<file path="src/hw/rtl/pct_pkg.sv">
`timescale 1ns / 1ps
`default_nettype none

package pct_pkg;

   localparam int POS_BITS  = 20;
   localparam int LINE_BITS = 16;

   localparam logic [POS_BITS-1:0]  POS_MAX  = {POS_BITS{1'b1}};
   localparam logic [LINE_BITS-1:0] LINE_MAX = {LINE_BITS{1'b1}};
   localparam logic [LINE_BITS-1:0] LINE_ONE = LINE_BITS'(1);

   localparam int QUEUE_DEPTH = 4;
   localparam int QPTR_BITS   = $clog2(QUEUE_DEPTH);

   // scan modes
   localparam logic [2:0] MODE_IDLE    = 3'd0;
   localparam logic [2:0] MODE_IDENT   = 3'd1;
   localparam logic [2:0] MODE_UNKNOWN = 3'd2;
   localparam logic [2:0] MODE_SQ      = 3'd3;
   localparam logic [2:0] MODE_DQ      = 3'd4;

   // token kinds
   localparam logic [3:0] KIND_END       = 4'd0;
   localparam logic [3:0] KIND_SEMI      = 4'd1;
   localparam logic [3:0] KIND_LPAR      = 4'd2;
   localparam logic [3:0] KIND_RPAR      = 4'd3;
   localparam logic [3:0] KIND_STRING    = 4'd4;
   localparam logic [3:0] KIND_IDENT     = 4'd5;
   localparam logic [3:0] KIND_ALGORITHM = 4'd6;
   localparam logic [3:0] KIND_BEGIN     = 4'd7;
   localparam logic [3:0] KIND_END_KW    = 4'd8;
   localparam logic [3:0] KIND_WRITE     = 4'd9;
   localparam logic [3:0] KIND_ERROR     = 4'd10;
   localparam logic [3:0] KIND_UNKNOWN   = 4'd11;

   // characters
   localparam logic [7:0] CH_NUL        = 8'h00;
   localparam logic [7:0] CH_TAB        = 8'h09;
   localparam logic [7:0] CH_NL         = 8'h0A;
   localparam logic [7:0] CH_VT         = 8'h0B;
   localparam logic [7:0] CH_FF         = 8'h0C;
   localparam logic [7:0] CH_CR         = 8'h0D;
   localparam logic [7:0] CH_SPACE      = 8'h20;
   localparam logic [7:0] CH_DQUOTE     = 8'h22;
   localparam logic [7:0] CH_SQUOTE     = 8'h27;
   localparam logic [7:0] CH_LPAR       = 8'h28;
   localparam logic [7:0] CH_RPAR       = 8'h29;
   localparam logic [7:0] CH_SEMI       = 8'h3B;
   localparam logic [7:0] CH_UPPER_A    = 8'h41;
   localparam logic [7:0] CH_UPPER_Z    = 8'h5A;
   localparam logic [7:0] CH_UNDERSCORE = 8'h5F;
   localparam logic [7:0] CH_LOWER_A    = 8'h61;
   localparam logic [7:0] CH_LOWER_Z    = 8'h7A;

   // keywords, left aligned, first character in the top byte
   localparam int KW_COUNT = 4;
   localparam int KW_MAX   = 9;
   localparam logic [KW_COUNT-1:0] KW_ALL = {KW_COUNT{1'b1}};
   localparam logic [8*KW_MAX-1:0] KW_TEXT [KW_COUNT] = '{
      "Algorithm", {"Begin", 32'h0}, {"End", 48'h0}, {"Write", 32'h0}};
   localparam int KW_LEN [KW_COUNT] = '{9, 5, 3, 5};
   localparam logic [3:0] KW_KIND [KW_COUNT] = '{
      KIND_ALGORITHM, KIND_BEGIN, KIND_END_KW, KIND_WRITE};

   typedef struct packed {
      logic [3:0]           kind;
      logic [LINE_BITS-1:0] line_no;
      logic [POS_BITS-1:0]  start;
      logic [POS_BITS-1:0]  len;
   } token_type;

   typedef struct packed {
      logic      two;
      token_type tok0;
      token_type tok1;
   } entry_type;

   function automatic logic is_ws(input logic [7:0] c);
      return c inside {CH_SPACE, CH_TAB, CH_NL, CH_CR, CH_VT, CH_FF};
   endfunction

   function automatic logic is_term(input logic [7:0] c);
      return is_ws(c) || (c inside {CH_NUL, CH_SEMI, CH_LPAR, CH_RPAR, CH_SQUOTE, CH_DQUOTE});
   endfunction

   function automatic logic is_ident_start(input logic [7:0] c);
      return c inside {[CH_UPPER_A:CH_UPPER_Z], [CH_LOWER_A:CH_LOWER_Z], CH_UNDERSCORE};
   endfunction

   // clear the flag of every keyword that does not have c at offset idx
   function automatic logic [KW_COUNT-1:0] kw_update(input logic [KW_COUNT-1:0] hits,
                                                     input logic [POS_BITS-1:0] idx,
                                                     input logic [7:0]          c);
      logic [KW_COUNT-1:0] res;
      logic                match;
      int                  sel;
      res = hits;
      for (int k = 0; k < KW_COUNT; k++) begin
         match = 1'b0;
         if (idx < POS_BITS'(KW_LEN[k])) begin
            sel   = KW_MAX - 1 - int'(idx[3:0]);
            match = (KW_TEXT[k][sel*8 +: 8] == c);
         end
         if (!match) begin
            res[k] = 1'b0;
         end
      end
      return res;
   endfunction

endpackage

`default_nettype wire

</file>
<file path="src/hw/rtl/pct_if.sv">
`timescale 1ns / 1ps
`default_nettype none

interface pct_req_if;
   logic       valid;
   logic       ready;
   logic [7:0] ch;
   modport source (output valid, output ch, input ready);
   modport sink (input valid, input ch, output ready);
endinterface

interface pct_rsp_if;
   logic                          valid;
   logic                          ready;
   logic [3:0]                    kind;
   logic [pct_pkg::LINE_BITS-1:0] line_no;
   logic [pct_pkg::POS_BITS-1:0]  lexeme_start;
   logic [pct_pkg::POS_BITS-1:0]  lexeme_len;
   logic                          last_of_run;
   modport source (output valid, output kind, output line_no, output lexeme_start,
                   output lexeme_len, output last_of_run, input ready);
   modport sink (input valid, input kind, input line_no, input lexeme_start,
                 input lexeme_len, input last_of_run, output ready);
endinterface

`default_nettype wire

</file>
<file path="src/hw/rtl/pct_front.sv">
`timescale 1ns / 1ps
`default_nettype none

module pct_front (
   input  wire logic           clock,
   input  wire logic           reset,
   pct_req_if.sink             req,
   input  wire logic           full,
   output pct_pkg::entry_type  push_entry,
   output logic                push
);

   logic [2:0]                          mode_ff, mode_in;
   logic [pct_pkg::POS_BITS-1:0]        pos_ff, pos_in;
   logic [pct_pkg::LINE_BITS-1:0]       line_ff, line_in;
   logic [pct_pkg::POS_BITS-1:0]        tb_ff, tb_in;
   logic [pct_pkg::KW_COUNT-1:0]        hits_ff, hits_in;

   logic                                accept;
   logic [1:0]                          n_tok;
   pct_pkg::token_type                  tok0, tok1, idle_tok;
   logic                                do_idle, idle_valid;
   logic [pct_pkg::POS_BITS-1:0]        len, pos_adv;
   logic [3:0]                          run_kind;

   assign req.ready = !full;
   assign accept    = req.valid && !full;

   always_comb begin
      mode_in    = mode_ff;
      pos_in     = pos_ff;
      line_in    = line_ff;
      tb_in      = tb_ff;
      hits_in    = hits_ff;
      n_tok      = 2'd0;
      tok0       = '0;
      tok1       = '0;
      do_idle    = 1'b0;
      idle_valid = 1'b0;
      idle_tok   = '0;
      run_kind   = pct_pkg::KIND_UNKNOWN;
      len        = pos_ff - tb_ff;
      pos_adv    = (pos_ff != pct_pkg::POS_MAX) ? pos_ff + 1'b1 : pos_ff;

      case (mode_ff)
         pct_pkg::MODE_IDENT, pct_pkg::MODE_UNKNOWN: begin
            if (pct_pkg::is_term(req.ch)) begin
               if (mode_ff == pct_pkg::MODE_IDENT) begin
                  run_kind = pct_pkg::KIND_IDENT;
                  for (int k = 0; k < pct_pkg::KW_COUNT; k++) begin
                     if (hits_ff[k] && len == pct_pkg::POS_BITS'(pct_pkg::KW_LEN[k])) begin
                        run_kind = pct_pkg::KW_KIND[k];
                     end
                  end
               end
               tok0.kind    = run_kind;
               tok0.line_no = line_ff;
               tok0.start   = tb_ff;
               tok0.len     = len;
               n_tok        = 2'd1;
               mode_in      = pct_pkg::MODE_IDLE;
               do_idle      = 1'b1;
            end else begin
               if (mode_ff == pct_pkg::MODE_IDENT) begin
                  hits_in = pct_pkg::kw_update(hits_ff, len, req.ch);
               end
               pos_in = pos_adv;
            end
         end
         pct_pkg::MODE_SQ, pct_pkg::MODE_DQ: begin
            if (req.ch == pct_pkg::CH_NUL) begin
               tok0.kind    = pct_pkg::KIND_ERROR;
               tok0.line_no = line_ff;
               tok0.start   = tb_ff;
               tok0.len     = len;
               tok1.kind    = pct_pkg::KIND_END;
               tok1.line_no = line_ff;
               tok1.start   = pos_ff;
               tok1.len     = '0;
               n_tok        = 2'd2;
               mode_in      = pct_pkg::MODE_IDLE;
               pos_in       = '0;
               line_in      = pct_pkg::LINE_ONE;
               tb_in        = '0;
               hits_in      = pct_pkg::KW_ALL;
            end else if ((mode_ff == pct_pkg::MODE_SQ && req.ch == pct_pkg::CH_SQUOTE) ||
                         (mode_ff == pct_pkg::MODE_DQ && req.ch == pct_pkg::CH_DQUOTE)) begin
               tok0.kind    = pct_pkg::KIND_STRING;
               tok0.line_no = line_ff;
               tok0.start   = tb_ff;
               tok0.len     = len;
               n_tok        = 2'd1;
               mode_in      = pct_pkg::MODE_IDLE;
               pos_in       = pos_adv;
            end else begin
               pos_in = pos_adv;
            end
         end
         default: begin
            mode_in = pct_pkg::MODE_IDLE;
            do_idle = 1'b1;
         end
      endcase

      if (do_idle) begin
         idle_tok.line_no = line_ff;
         idle_tok.start   = pos_ff;
         idle_tok.len     = pct_pkg::POS_BITS'(1);
         if (req.ch == pct_pkg::CH_NUL) begin
            idle_valid     = 1'b1;
            idle_tok.kind  = pct_pkg::KIND_END;
            idle_tok.len   = '0;
            mode_in        = pct_pkg::MODE_IDLE;
            pos_in         = '0;
            line_in        = pct_pkg::LINE_ONE;
            tb_in          = '0;
            hits_in        = pct_pkg::KW_ALL;
         end else begin
            pos_in = pos_adv;
            if (pct_pkg::is_ws(req.ch)) begin
               if (req.ch == pct_pkg::CH_NL && line_ff != pct_pkg::LINE_MAX) begin
                  line_in = line_ff + 1'b1;
               end
            end else if (req.ch == pct_pkg::CH_SEMI) begin
               idle_valid    = 1'b1;
               idle_tok.kind = pct_pkg::KIND_SEMI;
            end else if (req.ch == pct_pkg::CH_LPAR) begin
               idle_valid    = 1'b1;
               idle_tok.kind = pct_pkg::KIND_LPAR;
            end else if (req.ch == pct_pkg::CH_RPAR) begin
               idle_valid    = 1'b1;
               idle_tok.kind = pct_pkg::KIND_RPAR;
            end else if (req.ch == pct_pkg::CH_SQUOTE || req.ch == pct_pkg::CH_DQUOTE) begin
               mode_in = (req.ch == pct_pkg::CH_SQUOTE) ? pct_pkg::MODE_SQ : pct_pkg::MODE_DQ;
               tb_in   = pos_adv;
            end else if (pct_pkg::is_ident_start(req.ch)) begin
               mode_in = pct_pkg::MODE_IDENT;
               tb_in   = pos_ff;
               hits_in = pct_pkg::kw_update(pct_pkg::KW_ALL, '0, req.ch);
            end else begin
               mode_in = pct_pkg::MODE_UNKNOWN;
               tb_in   = pos_ff;
            end
         end
         if (idle_valid) begin
            if (n_tok == 2'd0) begin
               tok0 = idle_tok;
            end else begin
               tok1 = idle_tok;
            end
            n_tok = n_tok + 2'd1;
         end
      end
   end

   assign push            = accept && (n_tok != 2'd0);
   assign push_entry.two  = (n_tok == 2'd2);
   assign push_entry.tok0 = tok0;
   assign push_entry.tok1 = tok1;

   always_ff @(posedge clock) begin
      if (reset) begin
         mode_ff <= pct_pkg::MODE_IDLE;
         pos_ff  <= '0;
         line_ff <= pct_pkg::LINE_ONE;
         tb_ff   <= '0;
         hits_ff <= pct_pkg::KW_ALL;
      end else if (accept) begin
         mode_ff <= mode_in;
         pos_ff  <= pos_in;
         line_ff <= line_in;
         tb_ff   <= tb_in;
         hits_ff <= hits_in;
      end
   end

endmodule

`default_nettype wire

</file>
<file path="src/hw/rtl/pct_queue.sv">
`timescale 1ns / 1ps
`default_nettype none

module pct_queue (
   input  wire logic                 clock,
   input  wire logic                 reset,
   input  wire logic                 push,
   input  wire pct_pkg::entry_type   push_entry,
   input  wire logic                 pop,
   output pct_pkg::entry_type        head,
   output logic                      empty,
   output logic                      full
);

   pct_pkg::entry_type               entries [pct_pkg::QUEUE_DEPTH];
   logic [pct_pkg::QPTR_BITS-1:0]    wr_ptr_ff, wr_ptr_in;
   logic [pct_pkg::QPTR_BITS-1:0]    rd_ptr_ff, rd_ptr_in;
   logic [pct_pkg::QPTR_BITS:0]      count_ff, count_in;

   assign empty = (count_ff == '0);
   assign full  = (count_ff == (pct_pkg::QPTR_BITS+1)'(pct_pkg::QUEUE_DEPTH));
   assign head  = entries[rd_ptr_ff];

   always_comb begin
      wr_ptr_in = push ? wr_ptr_ff + 1'b1 : wr_ptr_ff;
      rd_ptr_in = pop ? rd_ptr_ff + 1'b1 : rd_ptr_ff;
      count_in  = count_ff;
      if (push && !pop) begin
         count_in = count_ff + 1'b1;
      end else if (pop && !push) begin
         count_in = count_ff - 1'b1;
      end
   end

   always_ff @(posedge clock) begin
      if (push) begin
         entries[wr_ptr_ff] <= push_entry;
      end
   end

   always_ff @(posedge clock) begin
      if (reset) begin
         wr_ptr_ff <= '0;
         rd_ptr_ff <= '0;
         count_ff  <= '0;
      end else begin
         wr_ptr_ff <= wr_ptr_in;
         rd_ptr_ff <= rd_ptr_in;
         count_ff  <= count_in;
      end
   end

`ifndef NO_ASSERTIONS
   a_no_overflow: assert property (@(posedge clock) disable iff (reset)
      push |-> (!full || pop))
      else $error("queue written while full");

   a_no_underflow: assert property (@(posedge clock) disable iff (reset)
      pop |-> !empty)
      else $error("queue read while empty");

   a_count_ptrs: assert property (@(posedge clock) disable iff (reset)
      (count_ff[pct_pkg::QPTR_BITS-1:0] == wr_ptr_ff - rd_ptr_ff))
      else $error("queue count disagrees with pointers");
`endif

endmodule

`default_nettype wire

</file>
<file path="src/hw/rtl/pct_back.sv">
`timescale 1ns / 1ps
`default_nettype none

module pct_back (
   input  wire logic                 clock,
   input  wire logic                 reset,
   input  wire pct_pkg::entry_type   head,
   input  wire logic                 empty,
   output logic                      pop,
   pct_rsp_if.source                 rsp
);

   logic                 out_valid_ff, out_valid_in;
   pct_pkg::token_type   out_tok_ff, out_tok_in;
   logic                 out_last_ff, out_last_in;
   logic                 phase_ff, phase_in;
   logic                 load;

   assign load = !empty && (!out_valid_ff || rsp.ready);

   always_comb begin
      out_tok_in   = out_tok_ff;
      out_last_in  = out_last_ff;
      phase_in     = phase_ff;
      pop          = 1'b0;
      out_valid_in = out_valid_ff && !rsp.ready;
      if (load) begin
         out_valid_in = 1'b1;
         if (head.two && !phase_ff) begin
            out_tok_in  = head.tok0;
            out_last_in = 1'b0;
            phase_in    = 1'b1;
         end else begin
            out_tok_in  = phase_ff ? head.tok1 : head.tok0;
            out_last_in = 1'b1;
            phase_in    = 1'b0;
            pop         = 1'b1;
         end
      end
   end

   always_ff @(posedge clock) begin
      if (reset) begin
         out_valid_ff <= 1'b0;
         phase_ff     <= 1'b0;
      end else begin
         out_valid_ff <= out_valid_in;
         phase_ff     <= phase_in;
      end
   end

   always_ff @(posedge clock) begin
      out_tok_ff  <= out_tok_in;
      out_last_ff <= out_last_in;
   end

   assign rsp.valid        = out_valid_ff;
   assign rsp.kind         = out_tok_ff.kind;
   assign rsp.line_no      = out_tok_ff.line_no;
   assign rsp.lexeme_start = out_tok_ff.start;
   assign rsp.lexeme_len   = out_tok_ff.len;
   assign rsp.last_of_run  = out_last_ff;

`ifndef NO_ASSERTIONS
   a_phase_holds_head: assert property (@(posedge clock) disable iff (reset)
      phase_ff |-> (!empty && head.two))
      else $error("second token pending without a two-token entry");

   a_first_not_last: assert property (@(posedge clock) disable iff (reset)
      (out_valid_ff && !out_last_ff) |-> phase_ff)
      else $error("first of two tokens shown without pending second");
`endif

endmodule

`default_nettype wire

</file>
<file path="src/hw/rtl/pseudo_code_tokenizer_top.sv">
// Byte-serial tokenizer: one source byte per transaction on req_chan (0 ends the text and
// resets the scanner), tokens out on rsp_chan with kind, line, start offset, length and a
// flag on the last token a byte produced. The front scanner takes a byte every cycle while
// the queue is not full and writes the zero, one or two tokens it causes as one entry into
// a four-entry queue; the back end drains one token per cycle, unless rsp_chan stalls, into
// an output register. A byte's first token passes the queue entry and the output register
// before it shows on rsp_chan, its second token after it; req_chan stalls only when
// the queue is full; sustained, one byte per cycle, bounded by one token per cycle out.
`timescale 1ns / 1ps
`default_nettype none

module pseudo_code_tokenizer_top (
   input  wire logic  clock,
   input  wire logic  reset,
   pct_req_if.sink    req_chan,
   pct_rsp_if.source  rsp_chan
);

   pct_pkg::entry_type push_entry;
   pct_pkg::entry_type head;
   logic               push;
   logic               pop;
   logic               empty;
   logic               full;

   pct_front u_front (
      .clock      (clock),
      .reset      (reset),
      .req        (req_chan),
      .full       (full),
      .push_entry (push_entry),
      .push       (push)
   );

   pct_queue u_queue (
      .clock      (clock),
      .reset      (reset),
      .push       (push),
      .push_entry (push_entry),
      .pop        (pop),
      .head       (head),
      .empty      (empty),
      .full       (full)
   );

   pct_back u_back (
      .clock (clock),
      .reset (reset),
      .head  (head),
      .empty (empty),
      .pop   (pop),
      .rsp   (rsp_chan)
   );

endmodule

`default_nettype wire

</file>
<file path="src/flat_wrapper.sv">
// flat-port wrapper written by rule: the top's interface ports become plain ports
module pseudo_code_tokenizer_top_flat 
  (clock, reset, req_chan_valid, req_chan_ch, req_chan_ready, rsp_chan_valid, rsp_chan_kind, rsp_chan_line_no, rsp_chan_lexeme_start, rsp_chan_lexeme_len, rsp_chan_last_of_run, rsp_chan_ready);
  pct_req_if req_chan_i ();
  pct_rsp_if rsp_chan_i ();
  input  wire logic clock;
  input  wire logic reset;
  input wire logic [$bits(req_chan_i.valid)-1:0] req_chan_valid;
  input wire logic [$bits(req_chan_i.ch)-1:0] req_chan_ch;
  output wire logic [$bits(req_chan_i.ready)-1:0] req_chan_ready;
  output wire logic [$bits(rsp_chan_i.valid)-1:0] rsp_chan_valid;
  output wire logic [$bits(rsp_chan_i.kind)-1:0] rsp_chan_kind;
  output wire logic [$bits(rsp_chan_i.line_no)-1:0] rsp_chan_line_no;
  output wire logic [$bits(rsp_chan_i.lexeme_start)-1:0] rsp_chan_lexeme_start;
  output wire logic [$bits(rsp_chan_i.lexeme_len)-1:0] rsp_chan_lexeme_len;
  output wire logic [$bits(rsp_chan_i.last_of_run)-1:0] rsp_chan_last_of_run;
  input wire logic [$bits(rsp_chan_i.ready)-1:0] rsp_chan_ready;
  assign req_chan_i.valid = req_chan_valid;
  assign req_chan_i.ch = req_chan_ch;
  assign req_chan_ready = req_chan_i.ready;
  assign rsp_chan_valid = rsp_chan_i.valid;
  assign rsp_chan_kind = rsp_chan_i.kind;
  assign rsp_chan_line_no = rsp_chan_i.line_no;
  assign rsp_chan_lexeme_start = rsp_chan_i.lexeme_start;
  assign rsp_chan_lexeme_len = rsp_chan_i.lexeme_len;
  assign rsp_chan_last_of_run = rsp_chan_i.last_of_run;
  assign rsp_chan_i.ready = rsp_chan_ready;
  pseudo_code_tokenizer_top u_core (.clock(clock), .reset(reset), .req_chan(req_chan_i), .rsp_chan(rsp_chan_i));
endmodule
</file>
<file path="config.mk">
export PLATFORM = sky130hd
export DESIGN_NAME = pseudo_code_tokenizer_top_flat
export DESIGN_NICKNAME = d
export VERILOG_FILES = /design/src/hw/rtl/pct_pkg.sv /design/src/hw/rtl/pct_if.sv /design/src/hw/rtl/pct_front.sv /design/src/hw/rtl/pct_queue.sv /design/src/hw/rtl/pct_back.sv /design/src/hw/rtl/pseudo_code_tokenizer_top.sv /design/src/flat_wrapper.sv
export SDC_FILE = /design/constraint.sdc
export NUM_CORES = 1
export LEC_CHECK = 0
export BUFFER_PORTS_ARGS = -buffer_cell sky130_fd_sc_hd__buf_2
export CORE_MARGIN = 2
export CORE_UTILIZATION = 56
export CTS_BUF_LIST = sky130_fd_sc_hd__clkbuf_16
export CTS_CLUSTER_SIZE = 16
export DETAILED_ROUTE_END_ITERATION = 10
export PLACE_DENSITY = 0.79
export SYNTH_ARGS = -nofsm -noshare
export SYNTH_HDL_FRONTEND = slang
export SYNTH_SLANG_ARGS = --single-unit
</file>
<file path="constraint.sdc">
create_clock -name clock -period 6 [get_ports clock]
set_input_delay 1.2 -clock clock [delete_from_list [all_inputs] [get_ports clock]]
set_output_delay 1.2 -clock clock [all_outputs]
set_load 0.01 [all_outputs]
</file>
==> results of run 1 <==
## layout make-up
type / count / area, um^2 / area share, %
flip-flops and latches: 535 / 15330 / 56.91
multi-input cells: 1045 / 8409 / 31.21
inverters: 42 / 157.7 / 0.5851
clock buffers: 53 / 1326 / 4.923
repair buffers: 98 / 638.1 / 2.368
well taps: 585 / 732.0 / 2.717
clock inverters: 39 / 345.3 / 1.282
## final timing paths
kind	startpoint	end	slack (ns)	cells after the start
worst max register to register	u_core.u_front.pos_ff[0]	u_core.u_front.hits_ff[3]	1.71	10
worst min-delay path	u_core.u_front.tb_ff[11]	u_core.u_front.tb_ff[11]	0.46	2
worst max-delay path	req_chan_ch[4]	u_core.u_queue.count_ff[2]	1.37	16
worst min register to register	u_core.u_front.tb_ff[11]	u_core.u_front.tb_ff[11]	0.46	2
## critical path, delay by kind of cell
family | cells | cell delay (ns)
and+or+nand+nor | 3 | 0.99
muxes | 1 | 0.13
xor gates and xnor gates | 1 | 0.16
AOI/OAI and AO/OA | 5 | 1.34
adders and majority gates | 3 | 0.94
buffers and inverters | 3 | 0.38
## routing by layer
| metal | global-route usage, % | wire, um | up-vias |
|---|---|---|---|
| li1 | - | - | 6748 |
| met1 | 34.21 | 22650 | 7649 |
| met2 | 40.05 | 26560 | 673 |
| met3 | 4.609 | 4168 | 102 |
| met4 | 7.625 | 1393 | 0 |
| met5 | 0 | 0 | - |
## state kept, by name, indices dropped and copies added (netlist names), named ones only
name	flops
u_core.u_queue.count_ff	3
u_core.u_back.rsp.valid	1
u_core.u_back.rsp.lexeme_start	20
u_core.u_front.tb_ff	20
u_core.u_back.rsp.lexeme_len	20
u_core.u_queue.entries	400
u_core.u_front.line_ff	16
u_core.u_queue.wr_ptr_ff	2
u_core.u_back.rsp.last_of_run	1
u_core.u_back.rsp.kind	4
u_core.u_front.pos_ff	20
u_core.u_back.phase_ff	1
u_core.u_queue.rd_ptr_ff	2
u_core.u_back.rsp.line_no	16
u_core.u_front.mode_ff	3
u_core.u_front.hits_ff	4
## through the flow
step,area [um^2],setup slack (ns)
2_1_floorplan,24270,0.1818
4_1_cts,26940,1.451
3_5_place_dp,25270,0.8351
6_report,26940,1.366
3_3_place_gp,25270,0.9548
5_1_grt,26940,1.123
## layout by cell type, fill, tap and decap left out, drive strengths merged, types with 7 or more instances in the layout
| cell | netlist | layout |
|---|---|---|
| edfxtp | 461 | 461 |
| nor2 | 122 | 122 |
| nand2 | 108 | 108 |
| mux4 | 100 | 100 |
| buf | 25 | 98 |
| a21oi | 85 | 85 |
| nor2b | 79 | 79 |
| o21ai | 78 | 78 |
| dfxtp | 74 | 74 |
| inv | 42 | 59 |
| clkbuf | 79 | 53 |
| mux2 | 44 | 44 |
| nand3 | 39 | 39 |
| ha | 31 | 31 |
| xnor2 | 29 | 29 |
| or3 | 27 | 27 |
| a22oi | 26 | 26 |
| nor3 | 25 | 25 |
| nand4 | 20 | 20 |
| a31oi | 20 | 20 |
| and2 | 19 | 19 |
| xor2 | 17 | 17 |
| and3 | 16 | 16 |
| clkinv | 0 | 15 |
| a21o | 12 | 12 |
| o31ai | 10 | 10 |
| nor4 | 10 | 10 |
| mux2i | 9 | 9 |
| o21a | 9 | 9 |
| or2 | 9 | 9 |
| bufinv | 0 | 7 |
## power by group through the flow
stage / combinational (mW) / sequential (mW) / clock, mW
after floorplan: 1.45 / 4.69 / 0
after global placement: 2.14 / 4.61 / 0
after detailed placement: 2.17 / 4.61 / 0
after CTS: 2.19 / 4.54 / 3.25
after global routing: 2.35 / 4.57 / 3.38
final: 2.18 / 4.54 / 3.20
## logic make-up after synthesis
kind of cell / share of synthesized area, %
flip-flops: 63.16
AND/OR/NAND/NOR: 10.76
AO/OA/AOI/OAI: 8.431
multiplexers: 11.70
buffers and inverters: 2.346
XOR/XNOR: 1.923
adder cells (fa/ha/maj): 1.681
==> results by group, run 1 <==
Logic synthesis
  • FF+latch count, synth: between 500 and 600
  • Post-synth top area share: ~57%
  • Netlist cell types: between 90 and 100
  • Most common cell in the netlist: edfxtp_1
  • Register area share after synthesis: about 63%
  • EDFF count, synth: ~460
  • Synth top cells by count: 461 x edfxtp_1, 119 x nor2_1, 107 x nand2_1
  • Leading area contributor after synthesis: edfxtp_1
  • Mapped Cells: between 1500 and 2000
  • Syn_nets: between 1500 and 2000
  • Top cells by area, synth: edfxtp_1 57%, mux4_2 9.3%, dfxtp_1 6.1%
  • Synth Area per Inst: 14.06 um^2
  • Main synth FF type: edfxtp_1
  • Post-Syn Area: between 20000 and 25000 um^2
  • Synth async-reset ratio: 0%
  • Yosys Warn Count: 0

Placement
  • # port buffers: 74
  • Dpl hpwl: between 30000 and 40000 um
  • # placed instances: roughly 2300
  • Gpl congestion: roughly 0.97

Global route
  • Initial antenna violation count: 0
  • Remaining global-route overflow: 0
  • GRT Resource Usage Total: about a quarter
  • Number of global-route vias before repair: 15140
  • Largest net degree at the start of global routing: 76
  • First-pass GRT wire length: between 80000 and 90000 um

Die
  • Rows: 76
  • Initial Util: a little under three fifths
  • Die ar.: 45010 um^2
  • I/O pin cnt: 75
  • Core area: 42890 um^2
  • Die width: ~210 um
  • Die H: 212.2 um

Setup path
  • CP max FO: 12
  • Worst setup EP type: flip-flop
  • Arrival @ worst endpoint: 5.15 ns
  • Critical Path, Cell by Cell: buf_2, or3_1, a211oi_1, o21ai_1, nand2_1, inv_1, ha_1, a21oi_1, mux2i_1, o21a_1, ha_1, inv_1, fa_1, xor2_1, or3_1, a21oi_1
  • Worst stage delay on the critical path: around 0.60 ns
  • Crit Path Class: in -> reg
  • CP max stage cell: a211oi_1
  • Critical Path RT: 6.51 ns
  • CP Launch Type: input port

Clock tree
  • Post-CTS Hold Fix Bufs: 0
  • CTS tree: done
  • Setup Fix Bufs, Post-CTS: 0
  • Skew-Pair Late Insertion Delay: roughly 0.6 ns
  • Post-CTS Resized: 0
  • TritonCTS Buffers: between 50 and 60
  • Clock transition at the registers of the reported paths: approximately 0.060 ns
  • H-tree levels: 2
  • Sink Count: 535
  • Max Root-Sink Buffers: 3
  • Clk root buf: clkbuf_16

Timing
  • Clock Skews: a little over 0.02 ns
  • Tcrit/Tclk final: 77.24%
  • Hold WS: roughly 0.46 ns
  • RSZ-0062 raised after global routing: no
  • Slew Limit Fails: 0
  • Worst Tran Pin Value: roughly 1.1 ns
  • Max Clk Rate: between 0.2 and 0.25 GHz
  • Final setup viols: 0
  • Setup tns final: 0 ns
  • Final hold viol count: 0
  • Relative slew slack: around a quarter
  • Fin crit period: between 4 and 5 ns

Power
  • Sequential power share: 45.8%
  • Leak: about 9 nW
  • Internal: 7.167 mW
  • Switching Share: 27.72%
  • PwrDens: 368.0 nW/um^2
  • Clock power share: about a third
  • Net Sw Power: 2.748 mW
  • Combinational power share: between 20% and 30%
  • Final Power: 9.915 mW
  • Maximum vdd drop: around 0.00036 V

Flow run
  • Max-cap violation count: 0

Detailed routing
  • Drt first-iter violations: 1662
  • Total vias in the final route: ~15000
  • WL per Instance: ~23 um
  • Vias per inst: 6.330
  • Number of nets still failing antenna checks after routing: 0
  • Routed wire length: between 50000 and 60000 um
  • DRC violation count after routing: 0
  • DR pass1 iterations: 6

Final layout
  • Final Non-Filler Cells: about 2400
  • Synth-to-layout area growth: 11.04%
  • Share of layout cells above drive strength 1: between 10% and 20%
  • Final net count: roughly 1800
  • Antenna cell count: 0
  • Finished Core Util: between 60% and 70%
  • Fillers: approximately 3000

Run status
  • Outcome: completed

Hold path
  • Hold crit path type: reg -> reg
Power figures use the tool's default switching activity.
==> run 2: changes to the inputs <==
==> constraint.sdc (replaced) <==
create_clock -name clock -period 4.05 [get_ports clock]
set_input_delay 0.81 -clock clock [delete_from_list [all_inputs] [get_ports clock]]
set_output_delay 0.81 -clock clock [all_outputs]
set_load 0.01 [all_outputs]
==> run 2 against run 1 <==
- hold slack lost 0.00096 ns
- via count grew 1.9%
- flip-flop and latch count is the same
- sequential power grew 46%
- register-to-register slack lost 1.4 ns
- worst setup slack lost 1.1 ns
- clock skew grew 0.0011 ns
==> results by group, run 2 (synthesis results as in run 1) <==
Setup path
  • Cell count of the worst reg-to-reg path: 10 (unchanged)
  • Worst flop-to-flop path endpoint: u_core.u_queue.entries[0][117]
  • Worst setup EP type: flip-flop
  • Critical Path RT: 4.38 ns (-2.13 ns)
  • R2R setup slack: 0.28 ns (-1.43 ns)
  • Buf/Inv on CP: 0 (-3)
  • Crit Path Class: reg -> reg
  • Critical Path, Cell by Cell: ha_1, nor2b_4, o311a_4, o41ai_4, o21ai_2, or3_1, a211o_1, nor3_4, nand4_1, a32oi_1
  • Top delay family on crit path: compound AO/OA/AOI/OAI gates
  • CP max FO: 9 (-3)
  • CP max stage cell: dfxtp_1
  • Worst stage delay on the critical path: 0.49 ns (-0.11 ns)
  • CP Launch Type: flip-flop
  • Worst R2R Start: u_core.u_front.pos_ff[1]
  • Arrival @ worst endpoint: 4.10 ns (-1.05 ns)

Detailed routing
  • Drt first-iter violations: 1709 (+2.8%)
  • Routed wire length: 55320 um (+0.99%)
  • DRC violation count after routing: 0 (unchanged)
  • Vias per inst: 6.283 (-0.74%)
  • Total vias in the final route: 15460 (+1.9%)
  • Number of nets still failing antenna checks after routing: 0 (unchanged)
  • DR pass1 iterations: 6 (unchanged)
  • WL per Instance: 22.49 um (-1.6%)

Timing
  • RSZ-0062 raised after global routing: no
  • Worst Tran Pin Value: 0.9978 ns (-0.1264 ns)
  • Slew Limit Fails: 0 (unchanged)
  • Fin crit period: roughly 3.8 ns
  • Final setup viols: 0 (unchanged)
  • Tcrit/Tclk final: 93.09%
  • Clock Skews: 0.02144 ns (+0.001059 ns)
  • Setup tns final: 0 ns (unchanged)
  • Final hold viol count: 0 (unchanged)
  • Max Clk Rate: about 0.27 GHz
  • Relative slew slack: 33.48% (+9.0 points)

Placement
  • Gpl congestion: 0.9368 (-3.9%)
  • Dpl hpwl: 35780 um (+6.1%)
  • # port buffers: 74 (unchanged)

Hold path
  • Hold wc startpoint: u_core.u_front.tb_ff[11]
  • Hold crit path type: reg -> reg
  • Hold endpoint: u_core.u_front.tb_ff[11]
  • Hold depth: 2 (unchanged)

Clock tree
  • Sink Count: 535 (unchanged)
  • Setup Fix Bufs, Post-CTS: 0 (unchanged)
  • Skew-Pair Late Insertion Delay: 0.59 ns (about the same)
  • CTS tree: done
  • Post-CTS Resized: 0 (unchanged)
  • H-tree levels: 2 (unchanged)
  • TritonCTS Buffers: 51 (-1.9%)
  • Max Root-Sink Buffers: 3 (unchanged)
  • Post-CTS Hold Fix Bufs: 0 (unchanged)
  • Clock transition at the registers of the reported paths: 0.06 ns (about the same)
  • Clk root buf: clkbuf_16

Power
  • PwrDens: 529.7 nW/um^2 (+44%)
  • Final Power: 14.53 mW (+47%)
  • Leak: 9.311 nW (+3.0%)
  • Maximum vdd drop: 0.0003859 V (+7.8%)

Run status
  • Outcome: completed

Final layout
  • Share of layout cells above drive strength 1: 22.45% (+3.5 points)
  • Antenna cell count: 0 (unchanged)
  • Reg with most FFs: u_core.u_queue.entries
  • Finished Core Util: 63.97% (+1.1 points)
  • Commonest non-fill, non-tap cells in the layout: 461 x edfxtp_1, 119 x nor2_1, 107 x nand2_1
  • Synth-to-layout area growth: 13.06%
  • Most common cell after layout, fill and taps aside: edfxtp_1
  • Final net count: 1882 (+3.5%)
  • Largest register FFs: 400 (unchanged)

Die
  • Initial Util: 56.58% (unchanged)
  • Die H: 212.2 um (unchanged)
  • I/O pin cnt: 75 (unchanged)
  • Die ar.: 45010 um^2 (unchanged)
  • Core area: 42890 um^2 (unchanged)
  • Rows: 76 (unchanged)
  • Die width: 212.2 um (unchanged)

Global route
  • Largest net degree at the start of global routing: 100 (+32%)
  • GRT Resource Usage Total: 24.97% (+0.28 points)
  • Initial antenna violation count: 0 (unchanged)
  • Remaining global-route overflow: 0 (unchanged)
  • Number of global-route vias before repair: 15240 (+0.63%)
  • First-pass GRT wire length: 86570 um (+1.6%)

Flow run
  • Max-cap violation count: 0 (unchanged)
-- run 2: cell types whose count changed in the layout (fill, tap and decap cells not counted), sizes merged --
cell / change
bufinv: -4
buf: +65
clkbuf: -1
clkinvlp: +4
clkinv: +8
inv: -9
-- run 2: how the worst max path moves through the flow --
stage | to | start | slack [ns] | cells past startpoint
after floorplan | u_core.u_queue.count_ff[2] | req_chan_ch[1] | 0.02 | 17
after global placement | u_core.u_queue.count_ff[2] | req_chan_ch[1] | 0.02 | 14
after detailed placement | u_core.u_queue.count_ff[2] | req_chan_ch[1] | -0.11 | 14
after CTS | u_core.u_queue.entries[0][118] | u_core.u_front.pos_ff[1] | 0.36 | 11
after global routing | u_core.u_front.hits_ff[2] | u_core.u_front.pos_ff[0] | 0.10 | 11
final | u_core.u_queue.entries[0][117] | u_core.u_front.pos_ff[1] | 0.28 | 10
-- run 2: area by class of cell --
class                      count  area, um^2
multi-input combinational   1045        8424
clock buffer                  52        1301
tap                          585       732.0
timing repair buffer         163        1201
fill                        2997       15450
sequential                   535       15330
inverter                      42       157.7
clock inverter                38       282.8
-- run 2: metal layers --
| metal | global-route usage, % | wire length, um | part of all wire (%) | vias up |
|---|---|---|---|---|
| li1 | - | - | - | 6889 |
| met1 | 34.54 | 22630 | 41 | 7731 |
| met2 | 41.33 | 27320 | 49 | 739 |
| met3 | 3.589 | 3944 | 7.1 | 97 |
| met4 | 7.868 | 1423 | 2.6 | 0 |
| met5 | 0 | 0 | 0 | - |
-- run 2: tightest hold or removal path, stage by stage, from the launching register on --
cell,delay [ns]
dfxtp_1,0.31
nand2_1,0.05
a21oi_1,0.05
-- run 2: where the power goes --
group          internal, mW  leakage [nW]  switching [mW]
clock                  2.52         0.797            2.01
combinational          1.40          3.55            1.95
sequential             6.49          4.97           0.156
-- run 2: through the flow --
step                      worst slack, ns  hold slack [ns]  cells  area (um^2)
after floorplan                   0.01576           0.4319   1726        24290
after global placement            0.01863           0.4498   2370        25840
after detailed placement          -0.1081           0.4503   2370        25840
after CTS                          0.3575           0.4587   2460        27430
after global routing               0.1039           0.4875   2460        27430
final                              0.2798           0.4592   2460        27430
